## config.mk

```make
export PLATFORM = sky130hd
export DESIGN_NAME = clock_page_replacement
export DESIGN_NICKNAME = d
export VERILOG_FILES = /design/src/hw/rtl/crp_pkg.sv /design/src/hw/rtl/crp_ram.sv /design/src/hw/rtl/clock_page_replacement.sv
export SDC_FILE = /design/constraint.sdc
export NUM_CORES = 1
export LEC_CHECK = 0
export BUFFER_PORTS_ARGS = -buffer_cell sky130_fd_sc_hd__buf_2
export CAP_MARGIN = 20
export CORE_MARGIN = 5
export CORE_UTILIZATION = 35
export DETAILED_ROUTE_END_ITERATION = 8
export PLACE_DENSITY = 0.54
export RECOVER_POWER = 25
export SLEW_MARGIN = 0
export SYNTH_ARGS = -nofsm -noshare
export SYNTH_HDL_FRONTEND = slang
export SYNTH_SLANG_ARGS = --single-unit
```

## constraint.sdc

```tcl
create_clock -name i_clk -period 6.7 [get_ports i_clk]
set_input_delay 1.005 -clock i_clk [delete_from_list [all_inputs] [get_ports i_clk]]
set_output_delay 1.005 -clock i_clk [all_outputs]
set_load 0.05 [all_outputs]
```

## src/hw/rtl/crp_pkg.sv

```systemverilog
// ----------------------------------------------------------------------------
// crp_pkg: shared types and constants for the clock page replacement block
// Holds the sequencer state type and the fixed hit count width.
// ----------------------------------------------------------------------------
package crp_pkg;

    // Width of the use counter after a hit increment (before aging)
    localparam int unsigned HIT_COUNT_W = 2;

    // Sequencer states
    typedef enum logic [2:0] {
        ST_IDLE,
        ST_LOOKUP,
        ST_SWEEP,
        ST_EVICT,
        ST_DONE
    } t_state;

endpackage

```

## src/hw/rtl/crp_ram.sv

```systemverilog
// ----------------------------------------------------------------------------
// crp_ram: generic single-port RAM with registered read
// One write or read address per cycle; read data is registered and appears in the cycle after its address.
// ----------------------------------------------------------------------------
module crp_ram #(
    parameter int unsigned WIDTH = 20,
    parameter int unsigned DEPTH = 8,
    localparam int unsigned AW   = (DEPTH > 1) ? $clog2(DEPTH) : 1
) (
    input  logic             i_clk,
    input  logic             i_we,
    input  logic [AW-1:0]    i_addr,
    input  logic [WIDTH-1:0] i_wdata,
    output logic [WIDTH-1:0] o_rdata
);

    logic [WIDTH-1:0] r_mem [DEPTH];
    logic [WIDTH-1:0] r_rdata;

    // Write port and registered read
    always_ff @(posedge i_clk) begin
        if (i_we) begin
            r_mem[i_addr] <= i_wdata;
        end
        r_rdata <= r_mem[i_addr];
    end

    assign o_rdata = r_rdata;

endmodule

```

## src/hw/rtl/clock_page_replacement.sv

```systemverilog
// ----------------------------------------------------------------------------
// clock_page_replacement: second-chance (clock) page replacement engine
// Looks up one page reference over a set of frames with a single shared
// comparator, sweeps the clock hand on a miss and reports the outcome.
// ----------------------------------------------------------------------------
//
//  Channel | Direction | Handshake          | Payload
//  --------+-----------+--------------------+-------------------------------
//  in      | to block  | i_valid / o_stall  | i_page_number
//  out     | from block| o_valid / i_stall  | o_hit, o_frame_index,
//          |           |                    | o_evicted_valid, o_evicted_page,
//          |           |                    | o_evicted_count, o_hit_count
//
// One reference is in flight at a time. The page RAM is read one frame per
// cycle through one comparator during lookup: a hit ends the lookup at the
// matching frame, a miss scans every frame, sweeps the hand and fills a frame.
// The result then sits in the output register, held while i_stall is high.
// Reset (synchronous, active low) clears the frame flags and the clock hand
// at once; the page RAM needs no clearing.
// ----------------------------------------------------------------------------
module clock_page_replacement #(
    parameter int unsigned FRAMES    = 8,
    parameter int unsigned PAGE_BITS = 20,
    localparam int unsigned IDX_W    = (FRAMES > 1) ? $clog2(FRAMES) : 1
) (
    input  logic                            i_clk,
    input  logic                            i_rst_n,
    input  logic                            i_valid,
    output logic                            o_stall,
    input  logic [PAGE_BITS-1:0]            i_page_number,
    output logic                            o_valid,
    input  logic                            i_stall,
    output logic                            o_hit,
    output logic [IDX_W-1:0]                o_frame_index,
    output logic                            o_evicted_valid,
    output logic [PAGE_BITS-1:0]            o_evicted_page,
    output logic                            o_evicted_count,
    output logic [crp_pkg::HIT_COUNT_W-1:0] o_hit_count
);

    localparam logic [IDX_W-1:0] LAST = IDX_W'(FRAMES - 1);

    crp_pkg::t_state r_state, n_state;

    // Frame status flags
    logic [FRAMES-1:0]     r_vld;
    logic [FRAMES-1:0]     r_ref;
    logic [FRAMES-1:0]     r_cnt;
    logic [IDX_W-1:0]      r_hand;

    // Lookup pipeline
    logic [PAGE_BITS-1:0]  r_page;
    logic [IDX_W-1:0]      r_idx;
    logic                  r_issue;
    logic                  r_cmp_on;
    logic [IDX_W-1:0]      r_cmp_idx;

    // Result register
    logic                            r_o_hit;
    logic [IDX_W-1:0]                r_o_frame;
    logic                            r_o_ev_valid;
    logic [PAGE_BITS-1:0]            r_o_ev_page;
    logic                            r_o_ev_count;
    logic [crp_pkg::HIT_COUNT_W-1:0] r_o_hit_count;

    logic                            in_xfer;
    logic                            out_xfer;
    logic                            match;
    logic                            miss;
    logic                            ram_we;
    logic [IDX_W-1:0]                ram_addr;
    logic [PAGE_BITS-1:0]            ram_rdata;
    logic [crp_pkg::HIT_COUNT_W-1:0] hit_cnt;
    logic [IDX_W-1:0]                hand_next;

    // Page store
    crp_ram #(
        .WIDTH (PAGE_BITS),
        .DEPTH (FRAMES)
    ) u_page_ram (
        .i_clk   (i_clk),
        .i_we    (ram_we),
        .i_addr  (ram_addr),
        .i_wdata (r_page),
        .o_rdata (ram_rdata)
    );

    // Shared comparator and derived strobes
    assign in_xfer   = i_valid && !o_stall;
    assign out_xfer  = o_valid && !i_stall;
    assign match     = r_cmp_on && r_vld[r_cmp_idx] && (ram_rdata == r_page);
    assign miss      = r_cmp_on && (r_cmp_idx == LAST) && !match;
    assign hit_cnt   = crp_pkg::HIT_COUNT_W'(r_cnt[r_cmp_idx]) + 1'b1;
    assign hand_next = (r_hand == LAST) ? '0 : r_hand + 1'b1;
    assign ram_we    = (r_state == crp_pkg::ST_EVICT);
    assign ram_addr  = (r_state == crp_pkg::ST_LOOKUP) ? r_idx : r_hand;

    // State register
    always_ff @(posedge i_clk) begin
        if (!i_rst_n) begin
            r_state <= crp_pkg::ST_IDLE;
        end else begin
            r_state <= n_state;
        end
    end

    // Next state and handshake outputs
    always_comb begin
        n_state = r_state;
        o_stall = 1'b1;
        o_valid = 1'b0;
        case (r_state)
            crp_pkg::ST_IDLE: begin
                o_stall = 1'b0;
                if (in_xfer) n_state = crp_pkg::ST_LOOKUP;
            end
            crp_pkg::ST_LOOKUP: begin
                if (match) begin
                    n_state = crp_pkg::ST_DONE;
                end else if (miss) begin
                    n_state = crp_pkg::ST_SWEEP;
                end
            end
            crp_pkg::ST_SWEEP: begin
                if (!r_ref[r_hand]) n_state = crp_pkg::ST_EVICT;
            end
            crp_pkg::ST_EVICT: begin
                n_state = crp_pkg::ST_DONE;
            end
            crp_pkg::ST_DONE: begin
                o_valid = 1'b1;
                if (out_xfer) n_state = crp_pkg::ST_IDLE;
            end
            default: begin
                n_state = crp_pkg::ST_IDLE;
            end
        endcase
    end

    // Frame flags, clock hand and lookup pipeline
    always_ff @(posedge i_clk) begin
        if (!i_rst_n) begin
            r_vld    <= '0;
            r_ref    <= '0;
            r_cnt    <= '0;
            r_hand   <= '0;
            r_issue  <= 1'b0;
            r_cmp_on <= 1'b0;
        end else begin
            case (r_state)
                crp_pkg::ST_IDLE: begin
                    // Latch the reference and start the scan at frame zero
                    if (in_xfer) begin
                        r_idx    <= '0;
                        r_issue  <= 1'b1;
                        r_cmp_on <= 1'b0;
                    end
                end
                crp_pkg::ST_LOOKUP: begin
                    // Issue one frame read per cycle, compare the one before
                    r_cmp_on  <= r_issue;
                    r_cmp_idx <= r_idx;
                    if (r_issue) begin
                        if (r_idx == LAST) begin
                            r_issue <= 1'b0;
                        end else begin
                            r_idx <= r_idx + 1'b1;
                        end
                    end
                    // Hit: mark referenced, bump and age the counters
                    if (match) begin
                        r_ref[r_cmp_idx] <= 1'b1;
                        for (int k = 0; k < FRAMES; k++) begin
                            r_cnt[k] <= hit_cnt[1] && (IDX_W'(k) == r_cmp_idx);
                        end
                    end
                end
                crp_pkg::ST_SWEEP: begin
                    // Give a referenced frame its second chance and advance
                    if (r_ref[r_hand]) begin
                        r_ref[r_hand] <= 1'b0;
                        r_cnt[r_hand] <= 1'b0;
                        r_hand        <= hand_next;
                    end
                end
                crp_pkg::ST_EVICT: begin
                    // Load the new page under the hand and age all counters
                    r_vld[r_hand] <= 1'b1;
                    r_ref[r_hand] <= 1'b1;
                    r_cnt         <= '0;
                end
                default: begin
                end
            endcase
        end
    end

    // Reference page and result register
    always_ff @(posedge i_clk) begin
        if (in_xfer) begin
            r_page <= i_page_number;
        end
        if (r_state == crp_pkg::ST_LOOKUP && match) begin
            r_o_hit       <= 1'b1;
            r_o_frame     <= r_cmp_idx;
            r_o_ev_valid  <= 1'b0;
            r_o_ev_page   <= '0;
            r_o_ev_count  <= 1'b0;
            r_o_hit_count <= hit_cnt;
        end
        if (r_state == crp_pkg::ST_EVICT) begin
            r_o_hit       <= 1'b0;
            r_o_frame     <= r_hand;
            r_o_ev_valid  <= r_vld[r_hand];
            r_o_ev_page   <= r_vld[r_hand] ? ram_rdata : '0;
            r_o_ev_count  <= r_vld[r_hand] & r_cnt[r_hand];
            r_o_hit_count <= '0;
        end
    end

    assign o_hit           = r_o_hit;
    assign o_frame_index   = r_o_frame;
    assign o_evicted_valid = r_o_ev_valid;
    assign o_evicted_page  = r_o_ev_page;
    assign o_evicted_count = r_o_ev_count;
    assign o_hit_count     = r_o_hit_count;

`ifndef SYNTHESIS
    // A hit never displaces a page
    a_hit_no_evict: assert property (@(posedge i_clk) disable iff (!i_rst_n)
        (o_valid && o_hit) |-> (!o_evicted_valid && o_hit_count != '0))
        else $error("hit result reports an eviction or zero count");

    // A miss reports no hit count
    a_miss_no_count: assert property (@(posedge i_clk) disable iff (!i_rst_n)
        (o_valid && !o_hit) |-> (o_hit_count == '0))
        else $error("miss result carries a hit count");

    // The reported frame is resident and referenced
    a_frame_resident: assert property (@(posedge i_clk) disable iff (!i_rst_n)
        o_valid |-> (r_vld[o_frame_index] && r_ref[o_frame_index]))
        else $error("reported frame is not resident and referenced");

    // The sweep stops only on an unreferenced frame and then fills it
    a_sweep_stop: assert property (@(posedge i_clk) disable iff (!i_rst_n)
        (r_state == crp_pkg::ST_SWEEP && !r_ref[r_hand])
            |=> (r_state == crp_pkg::ST_EVICT && $stable(r_hand)))
        else $error("sweep did not fill the frame under the hand");
`endif

endmodule
```

== After elaboration in Yosys (flattened, before gate mapping) ==
Memory sizes are Yosys's and may differ from the RTL's. A register that Yosys moved wholly into a read port is not among the register bits.
Cells that the tools add are included.

* Eq/ne operators: 23
* Reductions and logical operators: 30
* Muxes and demuxes: 50
* Bitwise logic cells: 7
* Add/sub/neg operators: 3
* Multipliers: 0
* Div/mod/pow operators: 0
* Shift-type cells: 0
* $lt $le $gt $ge: 4

{| class="wikitable"
|+ Operators by type and width
! operator !! count
|-
| 2-to-1 mux 20 bit || 3
|-
| case mux 8 bit (3 select lines) || 2
|-
| 2-to-1 mux 3 bit || 12
|-
| 2-to-1 mux 8 bit || 4
|-
| bitwise OR 8 bit || 3
|-
| equality test 20 bit || 1
|-
| 2-to-1 mux 1 bit || 18
|-
| logical AND 1 bit || 17
|-
| AND 8 bit || 2
|-
| binary-select mux 1 bit (select 3 bit) || 5
|-
| case mux 3 bit (5 select lines) || 1
|-
| inequality test 2 bit, second input constant || 7
|-
| equality test 3 bit, first input constant || 4
|-
| equality test 3 bit, second input constant || 4
|-
| less-than comparator 3 x 4 -> 1 bit, second input constant || 2
|-
| inverter 8 bit || 1
|-
| adder 3 x 1 -> 3 bit, second input constant || 2
|-
| demux 1 bit (select 3 bit) || 2
|-
| equality test 2 x 3 -> 1 bit, first input constant || 2
|-
| equality test 3 x 2 -> 1 bit, second input constant || 2
|-
| >= comparator 3 x 1 -> 1 bit, second input constant || 2
|-
| zero test 3 bit || 2
|-
| case mux 3 bit (2 select lines) || 1
|-
| AND reduction 2 bit || 3
|-
| other kinds (12) || 15
|}

* Logic and storage cells: 134
* Bits in latches: 0
* Output and inout port bits: 30
* Bits in read-only memories: 0
* Memories kept: 1
* Input port bits: 24
* Bits in writable memories: 160
* Register bits: 86

{| class="wikitable"
|+ Memory list
! name !! depth !! bits a word !! read ports !! clocked after memory_dff !! write ports !! RTL line !! text
|-
| u_page_ram.r_mem || 8 || 20 || 1 || 1 || 1 || crp_ram.sv:17 || <nowiki>logic [WIDTH-1:0] r_mem [DEPTH];</nowiki>
|}

== Logic depth before layout (Yosys ltp) ==
Gate-level depths: netlist (run 1).

* Depth after elaboration: 9
* Gate-level depth with buffers: 9
* Depth with buffers taken out: 6

== Cells and area by module ==
A second synthesis (run 1) with hierarchy kept.

* Cell total of the unflattened synthesis: 680
* Area total of the unflattened synthesis: 10649.0 µm²

{| class="wikitable"
|+ Modules (own cells, without submodules)
! module !! instances !! cells an instance !! area an instance (µm²) !! sequential area each (µm²)
|-
| crp_ram || 1 || 301 || 6605.1 || 5205.0
|-
| clock_page_replacement || 1 || 379 || 4043.9 || 2232.1
|}

== Worst setup path before layout (run 1) ==
OpenSTA, ideal clock, no wires.

* Path type: flip-flop to flip-flop
* Start: register r_state[2]
* End: register r_ref[3]
* Setup time: 0.096 ns
* Arrival: 3.211 ns
* Setup slack: 3.393 ns
* Path buffers: 2
* Period minus slack after synthesis: 3.307 ns
* Stages on the path, launching flop included: 8
* Data required time: 6.604 ns
* Cells stage by stage: dfxtp_1 buf_2 nor3b_4 buf_6 mux2_4 nor3_1 o31ai_1 a221oi_1

* Cells in the longest elaborated chain, start to end: 3
* Elaborated cells between the ends (all ways): 8
* Classes of those cells: eq/ne: 5; mux: 1; reduce/logical: 2

{| class="wikitable"
|+ Ends and longest elaborated chain
! what !! RTL line !! text
|-
| start, declared || clock_page_replacement.sv:43 || <nowiki>crp_pkg::t_state r_state, n_state;</nowiki>
|-
| start signal, assigned || clock_page_replacement.sv:101 || <nowiki>r_state <= crp_pkg::ST_IDLE;</nowiki>
|-
| start signal, assigned || clock_page_replacement.sv:103 || <nowiki>r_state <= n_state;</nowiki>
|-
| equality test 3 x 2 -> 1 bit or equality test 3 x 1 -> 1 bit (tied branches) || clock_page_replacement.sv:150 || <nowiki>case (r_state)</nowiki>
|-
| inequality test 2 bit (no source line) or nonzero test 3 bit (tied branches) || n/a ||
|-
| AND reduction 3 bit (no source line) || n/a ||
|-
| end signal, assigned || clock_page_replacement.sv:144 || <nowiki>r_ref <= '0;</nowiki>
|-
| end signal, assigned by index || clock_page_replacement.sv:172 || <nowiki>r_ref[r_cmp_idx] <= 1'b1;</nowiki>
|-
| end signal, assigned by index || clock_page_replacement.sv:181 || <nowiki>r_ref[r_hand] <= 1'b0;</nowiki>
|-
| end, declared || clock_page_replacement.sv:47 || <nowiki>logic [FRAMES-1:0] r_ref;</nowiki>
|}

Several ways; a longest one is shown, not always the timed one.
A chain may end at the register's enable or synchronous reset.

== Worst setup path in the final report (run 1) ==
* Start: register r_page[0]
* End: register r_o_ev_page[14] (netlist: o_evicted_page[14]), enable pin

* Cells in the longest elaborated chain, start to end: 4

{| class="wikitable"
|+ Ends and longest elaborated chain
! what !! RTL line !! text
|-
| start, declared || clock_page_replacement.sv:52 || <nowiki>logic [PAGE_BITS-1:0] r_page;</nowiki>
|-
| start signal, assigned || clock_page_replacement.sv:201 || <nowiki>r_page <= i_page_number;</nowiki>
|-
| equality test 20 bit || clock_page_replacement.sv:91 || <nowiki>assign match = r_cmp_on && r_vld[r_cmp_idx] && (ram_rdata == r_page);</nowiki>
|-
| logical AND 1 bit || clock_page_replacement.sv:91 ||
|-
| logical AND 1 bit || clock_page_replacement.sv:203 || <nowiki>if (r_state == crp_pkg::ST_LOOKUP && match) begin</nowiki>
|-
| nonzero test 2 bit (no source line) || n/a ||
|-
| end signal, assigned || clock_page_replacement.sv:215 || <nowiki>r_o_ev_page <= r_vld[r_hand] ? ram_rdata : '0;</nowiki>
|-
| end, declared || clock_page_replacement.sv:62 || <nowiki>logic [PAGE_BITS-1:0] r_o_ev_page;</nowiki>
|}

Every way passes these cells.

==> impl_metrics.env, run 1 <==
export IMPL_outcome="complete, no violations"
export IMPL_cts_htree_levels=1
export IMPL_clk_path_buf_depth=3
export IMPL_clk_insertion_delay_late_ps=550
export IMPL_synth_ff_type="sky130_fd_sc_hd__edfxtp_1"
export IMPL_intPower_mw=2.976
export IMPL_placed_cells_incl_taps=1283
export IMPL_stdcell_count=1338
export IMPL_syn_area_per_cell_um2=12.47
export IMPL_max_slew_headroom=0.3229
export IMPL_vias_per_cell=5.075
export IMPL_setup_tns_final_ps=0
export IMPL_route_antenna_remaining_nets=0
export IMPL_mostFrequentLayoutCells="sky130_fd_sc_hd__edfxtp_1 (211), sky130_fd_sc_hd__nand2_1 (210), sky130_fd_sc_hd__nand3_1 (99)"
export IMPL_num_rows=64
export IMPL_clock_power_share=0.467
export IMPL_grt_antenna_before_repair=0
export IMPL_area_delta_synth_final_pct=17.20
export IMPL_worst_hold_path_type="reg -> reg"
export IMPL_nNetsFinal=946
export IMPL_crit_reg2reg_launch="r_page[0]"
export IMPL_crit_path_cell_trace="xor2_1 -> nor4_1 -> nand4_1 -> nor4_4 -> nor2_4 -> inv_1 -> buf_4"
export IMPL_endpoint_kind="flop"
export IMPL_routed_via_count=6790
export IMPL_seqPwrFrac=0.492
export IMPL_comb_power_share=0.041
export IMPL_postSynthCellCount=863
export IMPL_port_buffers=53
export IMPL_first_pass_grt_wire_length_um=39820
export IMPL_synth_enable_flop_cells=211
export IMPL_seq_total_area_yosys=0.6908
export IMPL_tritoncts="built"
export IMPL_number_of_failing_setup_endpoints_in_the_final_timing_report=0
export IMPL_syn_num_nets=891
export IMPL_hold_viol_final=0
export IMPL_detailedPlacementHpwl_um=14950
export IMPL_cp_start_kind="flop"
export IMPL_max_cap_viol_count=0
export IMPL_synth_area_um2=10770
export IMPL_ys_seq_elements=266
export IMPL_die_width_um=185.4
export IMPL_critical_path_slowest_cell="sky130_fd_sc_hd__nor4_4"
export IMPL_ctsRootBufferMaster="sky130_fd_sc_hd__clkbuf_16"
export IMPL_post_route_cells_drive_above_1_share=0.1530
export IMPL_number_of_buffers_created_by_cts=29
export IMPL_detail_route_wirelength_um=25250
export IMPL_power_density_nw_per_um2=297.6
export IMPL_critical_path_required_ps=6930
export IMPL_die_area_um2=34370
export IMPL_grt_start_max_net_pins=78
export IMPL_grt_overflow=0
export IMPL_worst_slew_pin_transition_ps=1013
export IMPL_vdd_ir_drop_max_mv=0.1930
export IMPL_post_cts_clock_slew_at_the_launch_and_capture_registers_of_the_worst_setup_and_hold_paths_ps=60
export IMPL_synthesis_yosys_warnings=0
export IMPL_routedWlPerCell_um=18.87
export IMPL_fin_total_pwr_mw=3.755
export IMPL_synth_async_sr_flop_share=0
export IMPL_core_area_um2=30510
export IMPL_worstSetupStartpoint="r_page[0]"
export IMPL_drc=0
export IMPL_initial_core_utilization=0.3529
export IMPL_final_min_period_ps=3581
export IMPL_switchingPower_mw=0.7792
export IMPL_die_height_um=185.4
export IMPL_fin_skew_ps=13.54
export IMPL_floorplan_io_pins=54
export IMPL_min_period_over_period=0.5344
export IMPL_drtPass1Iterations=5
export IMPL_cts_sinks=266
export IMPL_leading_cell_type_in_the_layout_fill_and_taps_excluded="sky130_fd_sc_hd__edfxtp_1"
export IMPL_synth_distinct_cells=56
export IMPL_crit_arrival_ps=3810
export IMPL_fmax_mhz=279.3
export IMPL_timing_worst_setup_path_type="reg -> reg"
export IMPL_switching_share=0.2075
export IMPL_hold_path_startpoint="o_hit_count[1]"
export IMPL_first_iter_violations=518
export IMPL_p_leak_nw=4.599
export IMPL_cts_hold_buffers=0
export IMPL_via_count_of_the_first_global_routing_pass=6645
export IMPL_rsz_0062_raised_after_global_routing="no"
export IMPL_post_cts_repair_setup_buffers=0
export IMPL_maximum_fanout_encountered_on_the_critical_timing_path=14
export IMPL_cts_repair_resize_count=0
export IMPL_timing_final_max_slew_violations=0
export IMPL_place_gp_congestion=0.7803
export IMPL_fillCellCount=2848
export IMPL_global_route_usage_total=0.1481
export IMPL_cp_slowest_stage_delay_ps=560
-- metal layers --
layer	wire length, µm	global-route usage
met5	0	0
met1	11430	0.2119
met4	510	0.03523
met2	11870	0.2365
met3	1435	0.02553
-- worst max-delay path, delay by kind of cell (launching register included) --
family	cells	cell delay, ps
buffers and inverters	2	760
xor gates and xnor gates	1	220
and+or+nand+nor	4	1710
DFF	1	540
-- flip-flops by register name, summed over array words and instances, names as in the netlist, 2 cells and up --
register	flops
o_hit_count	2
r_cnt	8
r_idx	3
r_page	20
r_state	3
o_evicted_page	20
r_vld	8
r_cmp_idx	3
u_page_ram.o_rdata	20
r_ref	8
u_page_ram.r_mem	160
o_frame_index	3
r_hand	3
-- final timing paths --
path	depth (start not counted)	to	slack, ps
max	7	o_evicted_page[14]	3120
min	2	o_hit_count[1]	450
max reg2reg	7	o_evicted_page[14]	3120
min reg2reg	2	o_hit_count[1]	450
-- logic make-up after synthesis --
family / Yosys count / share of synthesized area
DFF: 266 / 0.6908
buffers and inverters: 60 / 0.02441
and+or+nand+nor: 405 / 0.1775
xor gates and xnor gates: 20 / 0.01627
adders and majority gates: 4 / 0.004649
AOI/OAI and AO/OA: 84 / 0.05590
muxes: 24 / 0.03045
-- synth_stat cells, drive strengths merged, types with 2 or more instances --
cell type / count / area (µm²)
a21boi: 2 / 15.01
a21o: 4 / 30.03
a21oi: 7 / 35.03
a221oi: 9 / 85.08
a31o: 2 / 17.52
a32o: 3 / 30.03
a41oi: 5 / 43.79
and2: 27 / 168.9
and3: 3 / 18.77
buf: 27 / 138.9
clkbuf: 20 / 75.07
dfxtp: 55 / 1101
edfxtp: 211 / 6336
ha: 4 / 50.05
inv: 13 / 48.80
mux2: 4 / 48.79
mux2i: 14 / 143.9
mux4: 6 / 135.1
nand2: 210 / 788.3
nand2b: 4 / 25.02
nand3: 99 / 495.5
nand3b: 2 / 15.01
nand4: 6 / 43.79
nor2: 20 / 82.58
nor2b: 9 / 56.30
nor3: 9 / 60.06
nor3b: 6 / 56.31
nor4: 7 / 77.58
o21a: 9 / 67.56
o21ai: 27 / 135.1
o31ai: 11 / 96.34
xor2: 19 / 166.4
-- power by group through the flow --
stage,Combinational (mW),Clock (mW),Sequential (mW)
4_1_cts,0.157,1.80,1.85
6_report,0.153,1.75,1.85
3_3_place_gp,0.153,0,1.88
3_5_place_dp,0.156,0,1.88
2_1_floorplan,0.111,0,1.86
5_1_grt,0.172,1.87,1.85
-- layout make-up --
cell class              count  area [µm²]  share of cell area
flip-flops and latches    266        7437              0.5894
multi-input cells         537        3157              0.2502
clock buffers              35       758.2             0.06010
well taps                 396       495.5             0.03927
repair buffers             71       416.7             0.03302
clock inverters            19       301.5             0.02390
inverters                  13       48.80            0.003868
diodes                      1       2.502           0.0001983
-- through the flow --
step / hold WS (ps) / setup WS [ps] / area, µm² / utilization
3_5_place_dp: 448.5 / 3070 / 11560 / 0.3790
4_1_cts: 456.9 / 3067 / 12620 / 0.4137
2_1_floorplan: 449.7 / 3393 / 10770 / -
3_3_place_gp: 446.4 / 3117 / 11520 / 0.3777
6_report: 453.9 / 3119 / 12620 / 0.4136
5_1_grt: 472.0 / 2818 / 12610 / 0.4135
Power figures use the tool's default switching activity.
==> run 2: changes to the inputs <==
clock period = 3.3 ns   (was 6.7 ns; I/O delays follow)
==> impl_metrics.env, run 2 (synthesized netlist as in run 1, its figures left out) <==
export IMPL_seqPwrFrac=0.513
export IMPL_fillCellCount=2863
export IMPL_worst_slew_pin_transition_ps=892.1
export IMPL_critical_path_slowest_cell="sky130_fd_sc_hd__edfxtp_1"
export IMPL_grt_start_max_net_pins=78
export IMPL_clk_path_buf_depth=3
export IMPL_crit_family="simple AND/OR/NAND/NOR gates"
export IMPL_outcome="complete, no violations"
export IMPL_critical_path_required_ps=3510
export IMPL_detailedPlacementHpwl_um=15950
export IMPL_timing_critical_path_depth=7
export IMPL_grt_overflow=0
export IMPL_timing_final_max_slew_violations=0
export IMPL_rsz_0062_raised_after_global_routing="no"
export IMPL_cp_start_kind="flop"
export IMPL_max_slew_headroom=0.4007
export IMPL_max_cap_viol_count=0
export IMPL_global_route_usage_total=0.1501
export IMPL_switchingPower_mw=1.573
export IMPL_switching_share=0.2154
export IMPL_power_density_nw_per_um2=576.4
export IMPL_fin_hold_ws_ps=128.1
export IMPL_mostFrequentLayoutCells="sky130_fd_sc_hd__edfxtp_1 (211), sky130_fd_sc_hd__nand2_1 (210), sky130_fd_sc_hd__nand3_1 (99)"
export IMPL_fin_total_pwr_mw=7.303
export IMPL_first_iter_violations=384
export IMPL_timing_worst_setup_path_type="reg -> reg"
export IMPL_pre_cts_slack_ps=548.8
export IMPL_initial_core_utilization=0.3529
export IMPL_min_period_over_period=0.8259
export IMPL_via_count_of_the_first_global_routing_pass=6645
export IMPL_final_min_period_ps=2726
export IMPL_die_area_um2=34370
export IMPL_die_width_um=185.4
export IMPL_final_cell_area_um2=12670
export IMPL_core_area_um2=30510
export IMPL_nNetsFinal=965
export IMPL_intPower_mw=5.730
export IMPL_rr_worst_depth=7
export IMPL_route_antenna_remaining_nets=0
export IMPL_placed_cell_area_um2=11710
export IMPL_maximum_fanout_encountered_on_the_critical_timing_path=16
export IMPL_drtPass1Iterations=4
export IMPL_p_leak_nw=4.658
export IMPL_post_cts_repair_setup_buffers=0
export IMPL_ff_latch_area_um2=7437
export IMPL_num_rows=64
export IMPL_worst_slack_ps=574.4
export IMPL_cts_htree_levels=1
export IMPL_clk_insertion_delay_late_ps=540
export IMPL_routed_via_count=6734
export IMPL_first_pass_grt_wire_length_um=39780
export IMPL_crit_path_cell_trace="xor2_1 -> nor4_1 -> nand4_1 -> nor4_4 -> nor2_4 -> inv_1 -> buf_4"
export IMPL_worst_hold_path_type="in -> reg"
export IMPL_area_delta_synth_final_pct=17.69
export IMPL_leading_cell_type_in_the_layout_fill_and_taps_excluded="sky130_fd_sc_hd__edfxtp_1"
export IMPL_endpoint_kind="flop"
export IMPL_port_buffers=53
export IMPL_n_antenna_cell=0
export IMPL_cts_repair_resize_count=0
export IMPL_place_gp_congestion=0.8117
export IMPL_number_of_buffers_created_by_cts=29
export IMPL_floorplan_io_pins=54
export IMPL_tritoncts="built"
export IMPL_fmax_mhz=366.9
export IMPL_clock_power_share=0.443
export IMPL_post_cts_clock_slew_at_the_launch_and_capture_registers_of_the_worst_setup_and_hold_paths_ps=60
export IMPL_fin_skew_ps=18.11
export IMPL_hold_viol_final=0
export IMPL_setup_tns_final_ps=0
export IMPL_ctsRootBufferMaster="sky130_fd_sc_hd__clkbuf_16"
export IMPL_cts_sinks=266
export IMPL_cp_slowest_stage_delay_ps=520
export IMPL_comb_power_share=0.044
export IMPL_multi_input_area_um2=3163
export IMPL_post_route_cells_drive_above_1_share=0.1698
export IMPL_vdd_ir_drop_max_mv=0.6206
export IMPL_grt_antenna_before_repair=0
export IMPL_routedWlPerCell_um=19.17
export IMPL_largest_register_ff_count=160
export IMPL_die_height_um=185.4
export IMPL_regMostFlops="u_page_ram.r_mem"
export IMPL_detail_route_wirelength_um=25990
export IMPL_timing_hold_worst_path_depth=1
export IMPL_crit_arrival_ps=2940
export IMPL_number_of_failing_setup_endpoints_in_the_final_timing_report=0
export IMPL_crit_buf_inv=2
export IMPL_vias_per_cell=4.966
export IMPL_cts_hold_buffers=0
export IMPL_drc=0
run 2: cell types whose count changed in the layout (fill, tap and decap cells not counted), sizes merged:
cell,previous run,this run
diode,1,0
clkinvlp,1,3
inv,15,14
clkinv,8,13
clkbuf,41,38
buf,65,85
bufinv,8,4
run 2: metrics by stage:
stage                     utilization  instances
after floorplan                     -        863
after CTS                      0.4155       1356
after global placement         0.3839       1302
after detailed placement       0.3839       1302
final                          0.4153       1356
after global routing           0.4153       1356
run 2: worst paths after layout:
kind,start,slack [ps],to
max,r_page[15],570,o_evicted_page[6]
min,i_page_number[15],130,r_page[15]
max reg2reg,r_page[15],570,o_evicted_page[6]
min reg2reg,o_hit_count[1],460,o_hit_count[1]
run 2: area by class of cell:
| type | instances | area share |
|---|---|---|
| sequential | 266 | 0.5870 |
| multi-input combinational | 537 | 0.2497 |
| clock buffer | 33 | 0.05925 |
| timing repair buffer | 90 | 0.04434 |
| tap | 396 | 0.03911 |
| clock inverter | 21 | 0.01679 |
| inverter | 13 | 0.003851 |
run 2: metal layers:
layer | GRT usage | up-vias | share of wire
met5 | 0 | - | 0
met4 | 0.02907 | 0 | 0.015
met3 | 0.02573 | 27 | 0.048
met2 | 0.2502 | 154 | 0.48
met1 | 0.2087 | 3291 | 0.46
li1 | - | 3262 | -
run 2: power by group through the flow:
stage,sequential [mW],combinational [mW],clock (mW)
6_report,3.75,0.321,3.23
5_1_grt,3.75,0.359,3.48
4_1_cts,3.75,0.330,3.33
3_5_place_dp,3.82,0.328,0
3_3_place_gp,3.82,0.327,0
2_1_floorplan,3.78,0.225,0
==> run 3: changes to the inputs <==
ABC_AREA = 1   (was default)
PLACE_DENSITY = 0.56   (was 0.54)
clock period = 2.2 ns   (was 3.3 ns; I/O delays follow)
==> impl_metrics.env, run 3 <==
export IMPL_core_area_um2=29720
export IMPL_final_core_utilization=0.4352
export IMPL_outcome="complete, no violations"
export IMPL_synth_top_cell_area_share=0.5989
export IMPL_max_cap_viol_count=0
export IMPL_synth_ff_type="sky130_fd_sc_hd__edfxtp_1"
export IMPL_synthTopCellsByArea="sky130_fd_sc_hd__edfxtp_1 (60%), sky130_fd_sc_hd__dfxtp_1 (10%), sky130_fd_sc_hd__nor2_1 (8.1%)"
export IMPL_grt_overflow=0
export IMPL_hold_viol_final=0
export IMPL_routed_via_count=7357
export IMPL_drc=0
export IMPL_synthesis_yosys_warnings=0
export IMPL_postSynthCellCount=969
export IMPL_num_rows=63
export IMPL_largest_register_ff_count=160
export IMPL_placed_cell_area_um2=11820
export IMPL_yosysMostFrequentCell="sky130_fd_sc_hd__nor2_1"
export IMPL_area_leader_netlist="sky130_fd_sc_hd__edfxtp_1"
export IMPL_vias_per_cell=4.885
export IMPL_syn_num_nets=997
export IMPL_cts_sinks=266
export IMPL_worst_hold_path_endpoint="r_state[1]"
export IMPL_synth_enable_flop_cells=211
export IMPL_detailedPlacementHpwl_um=16060
export IMPL_drtPass1Iterations=5
export IMPL_stdcell_count=1506
export IMPL_route_antenna_remaining_nets=0
export IMPL_synth_area_um2=10580
export IMPL_clk_path_buf_depth=3
export IMPL_cts_htree_levels=1
export IMPL_fin_skew_ps=19.73
export IMPL_setup_tns_final_ps=0
export IMPL_fin_total_pwr_mw=14.39
export IMPL_grt_start_max_net_pins=61
export IMPL_first_iter_violations=617
export IMPL_first_pass_grt_wire_length_um=41260
export IMPL_timing_worst_setup_path_type="reg -> reg"
export IMPL_p_leak_nw=4.867
export IMPL_die_width_um=183.9
export IMPL_vdd_ir_drop_max_mv=0.6382
export IMPL_ys_seq_elements=266
export IMPL_number_of_failing_setup_endpoints_in_the_final_timing_report=0
export IMPL_area_delta_synth_final_pct=22.25
export IMPL_worst_slack_ps=218.0
export IMPL_worst_slew_pin_transition_ps=504.7
export IMPL_hold_path_startpoint="i_rst_n"
export IMPL_initial_core_utilization=0.3560
export IMPL_n_antenna_cell=0
export IMPL_die_area_um2=33800
export IMPL_placed_cells_incl_taps=1429
export IMPL_via_count_of_the_first_global_routing_pass=7176
export IMPL_crit_reg2reg_launch="r_page[0]"
export IMPL_final_min_period_ps=1982
export IMPL_routedWlPerCell_um=17.70
export IMPL_seq_total_area_yosys=0.7030
export IMPL_timing_rr_end="r_ref[1]"
export IMPL_worst_hold_path_type="in -> reg"
export IMPL_final_cell_area_um2=12930
export IMPL_global_route_usage_total=0.1564
export IMPL_syn_area_per_cell_um2=10.92
export IMPL_timing_final_max_slew_violations=0
export IMPL_leading_cell_type_in_the_layout_fill_and_taps_excluded="sky130_fd_sc_hd__nor2_1"
export IMPL_maximum_fanout_encountered_on_the_critical_timing_path=16
export IMPL_clk_insertion_delay_late_ps=560
export IMPL_endpoint_kind="flop"
export IMPL_floorplan_io_pins=54
export IMPL_fin_hold_ws_ps=124.7
export IMPL_grt_antenna_before_repair=0
export IMPL_synth_distinct_cells=35
export IMPL_detail_route_wirelength_um=26650
export IMPL_cp_start_kind="flop"
export IMPL_post_route_cells_drive_above_1_share=0.1505
export IMPL_fmax_mhz=504.5
export IMPL_number_of_buffers_created_by_cts=29
export IMPL_post_cts_clock_slew_at_the_launch_and_capture_registers_of_the_worst_setup_and_hold_paths_ps=60
export IMPL_critical_path_required_ps=2630
export IMPL_rsz_0062_raised_after_global_routing="no"
export IMPL_pre_cts_slack_ps=199.0
export IMPL_ctsRootBufferMaster="sky130_fd_sc_hd__clkbuf_16"
export IMPL_nNetsFinal=1121
export IMPL_mostFrequentLayoutCells="sky130_fd_sc_hd__nor2_1 (219), sky130_fd_sc_hd__edfxtp_1 (211), sky130_fd_sc_hd__nand2_1 (124)"
export IMPL_timing_hold_worst_path_depth=3
export IMPL_tritoncts="built"
export IMPL_rr_worst_depth=10
export IMPL_synth_async_sr_flop_share=0
export IMPL_crit_arrival_ps=2420
export IMPL_place_gp_congestion=0.8999
export IMPL_die_height_um=183.9
export IMPL_regMostFlops="u_page_ram.r_mem"
export IMPL_power_density_nw_per_um2=1113
export IMPL_port_buffers=53
export IMPL_min_period_over_period=0.9009
export IMPL_max_slew_headroom=0.6609
export IMPL_reg2reg_setup_slack_ps=220
export IMPL_netlist_top_cells_count="sky130_fd_sc_hd__nor2_1 (228), sky130_fd_sc_hd__edfxtp_1 (211), sky130_fd_sc_hd__nand2_1 (124)"
## run 3: cell count changes in the layout (fill, tap and decap cells not counted), moves of 14 or more
cell	previous run	this run
sky130_fd_sc_hd__xor2_1	19	1
sky130_fd_sc_hd__dlygate4sd3_1	0	20
sky130_fd_sc_hd__nand2_1	210	124
sky130_fd_sc_hd__o2111ai_1	0	20
sky130_fd_sc_hd__nor2_1	16	219
sky130_fd_sc_hd__buf_12	2	16
sky130_fd_sc_hd__a21oi_1	6	25
sky130_fd_sc_hd__and2_1	27	0
sky130_fd_sc_hd__o21ai_0	26	101
sky130_fd_sc_hd__inv_1	13	76
sky130_fd_sc_hd__nand3_1	99	37
## run 3: repair_timing
action | 4_1_cts | 5_1_grt
gates resized for setup | 0 | 1
endpoints found under the setup margin | 0 | 2
buffers inserted | 0 | 3
endpoints found under the hold margin | 20 | 0
hold buffers | 20 | 0
## run 3: area by class of cell
type / count / area (µm²)
inverters: 83 / 311.5
clock inverters: 22 / 177.7
fillers: 2770 / 16780
well taps: 390 / 488.0
repair buffers: 128 / 1026
multi-input cells: 585 / 2735
flip-flops and latches: 266 / 7437
clock buffers: 32 / 757.0
## run 3: how the worst max path moves through the flow
stage                          start       end  slack, ps  cells after the start
after floorplan           r_state[0]  r_ref[4]       -280                     10
after global placement     r_page[0]  r_ref[2]        220                     10
after detailed placement   r_page[0]  r_ref[3]        200                     10
after CTS                  r_page[0]  r_ref[1]        190                     10
after global routing      r_page[14]  r_ref[1]        0.6                     11
final                      r_page[0]  r_ref[1]        220                     10
## run 3: where the power goes
part           switching, mW  internal [mW]  leakage (nW)
sequential             0.274           6.06          2.37
clock                   1.98           2.72         0.458
combinational           2.31           1.04          2.04
## run 3: routing by layer
metal / up-vias / share of wire / track usage
met5: - / 0 / 0
met1: 3545 / 0.46 / 0.2206
met3: 40 / 0.052 / 0.02473
li1: 3580 / - / -
met2: 192 / 0.47 / 0.2578
met4: 0 / 0.021 / 0.03253
## run 3: kinds of logic (layout without fill, tap and decap cells)
logic type / after synthesis / count (layout) / share of synthesized area
xor+xnor: 3 / 3 / 0.002484
simple gates: 411 / 411 / 0.1562
flops: 266 / 266 / 0.7030
buf+inv: 118 / 265 / 0.04341
fa+ha+maj: 4 / 4 / 0.004731
compound gates: 167 / 167 / 0.09012
## run 3: critical path, cell delays in order (launching register included)
cell and delay, ps:
sky130_fd_sc_hd__edfxtp_1 480, sky130_fd_sc_hd__nand2_1 140, sky130_fd_sc_hd__nand4_1 150, sky130_fd_sc_hd__nor2_1 110, sky130_fd_sc_hd__nand2_1 100, sky130_fd_sc_hd__nor2_1 190
sky130_fd_sc_hd__nand2_1 140, sky130_fd_sc_hd__nand2_4 90, sky130_fd_sc_hd__nand2_2 180, sky130_fd_sc_hd__o21ai_0 230, sky130_fd_sc_hd__nor2_1 50
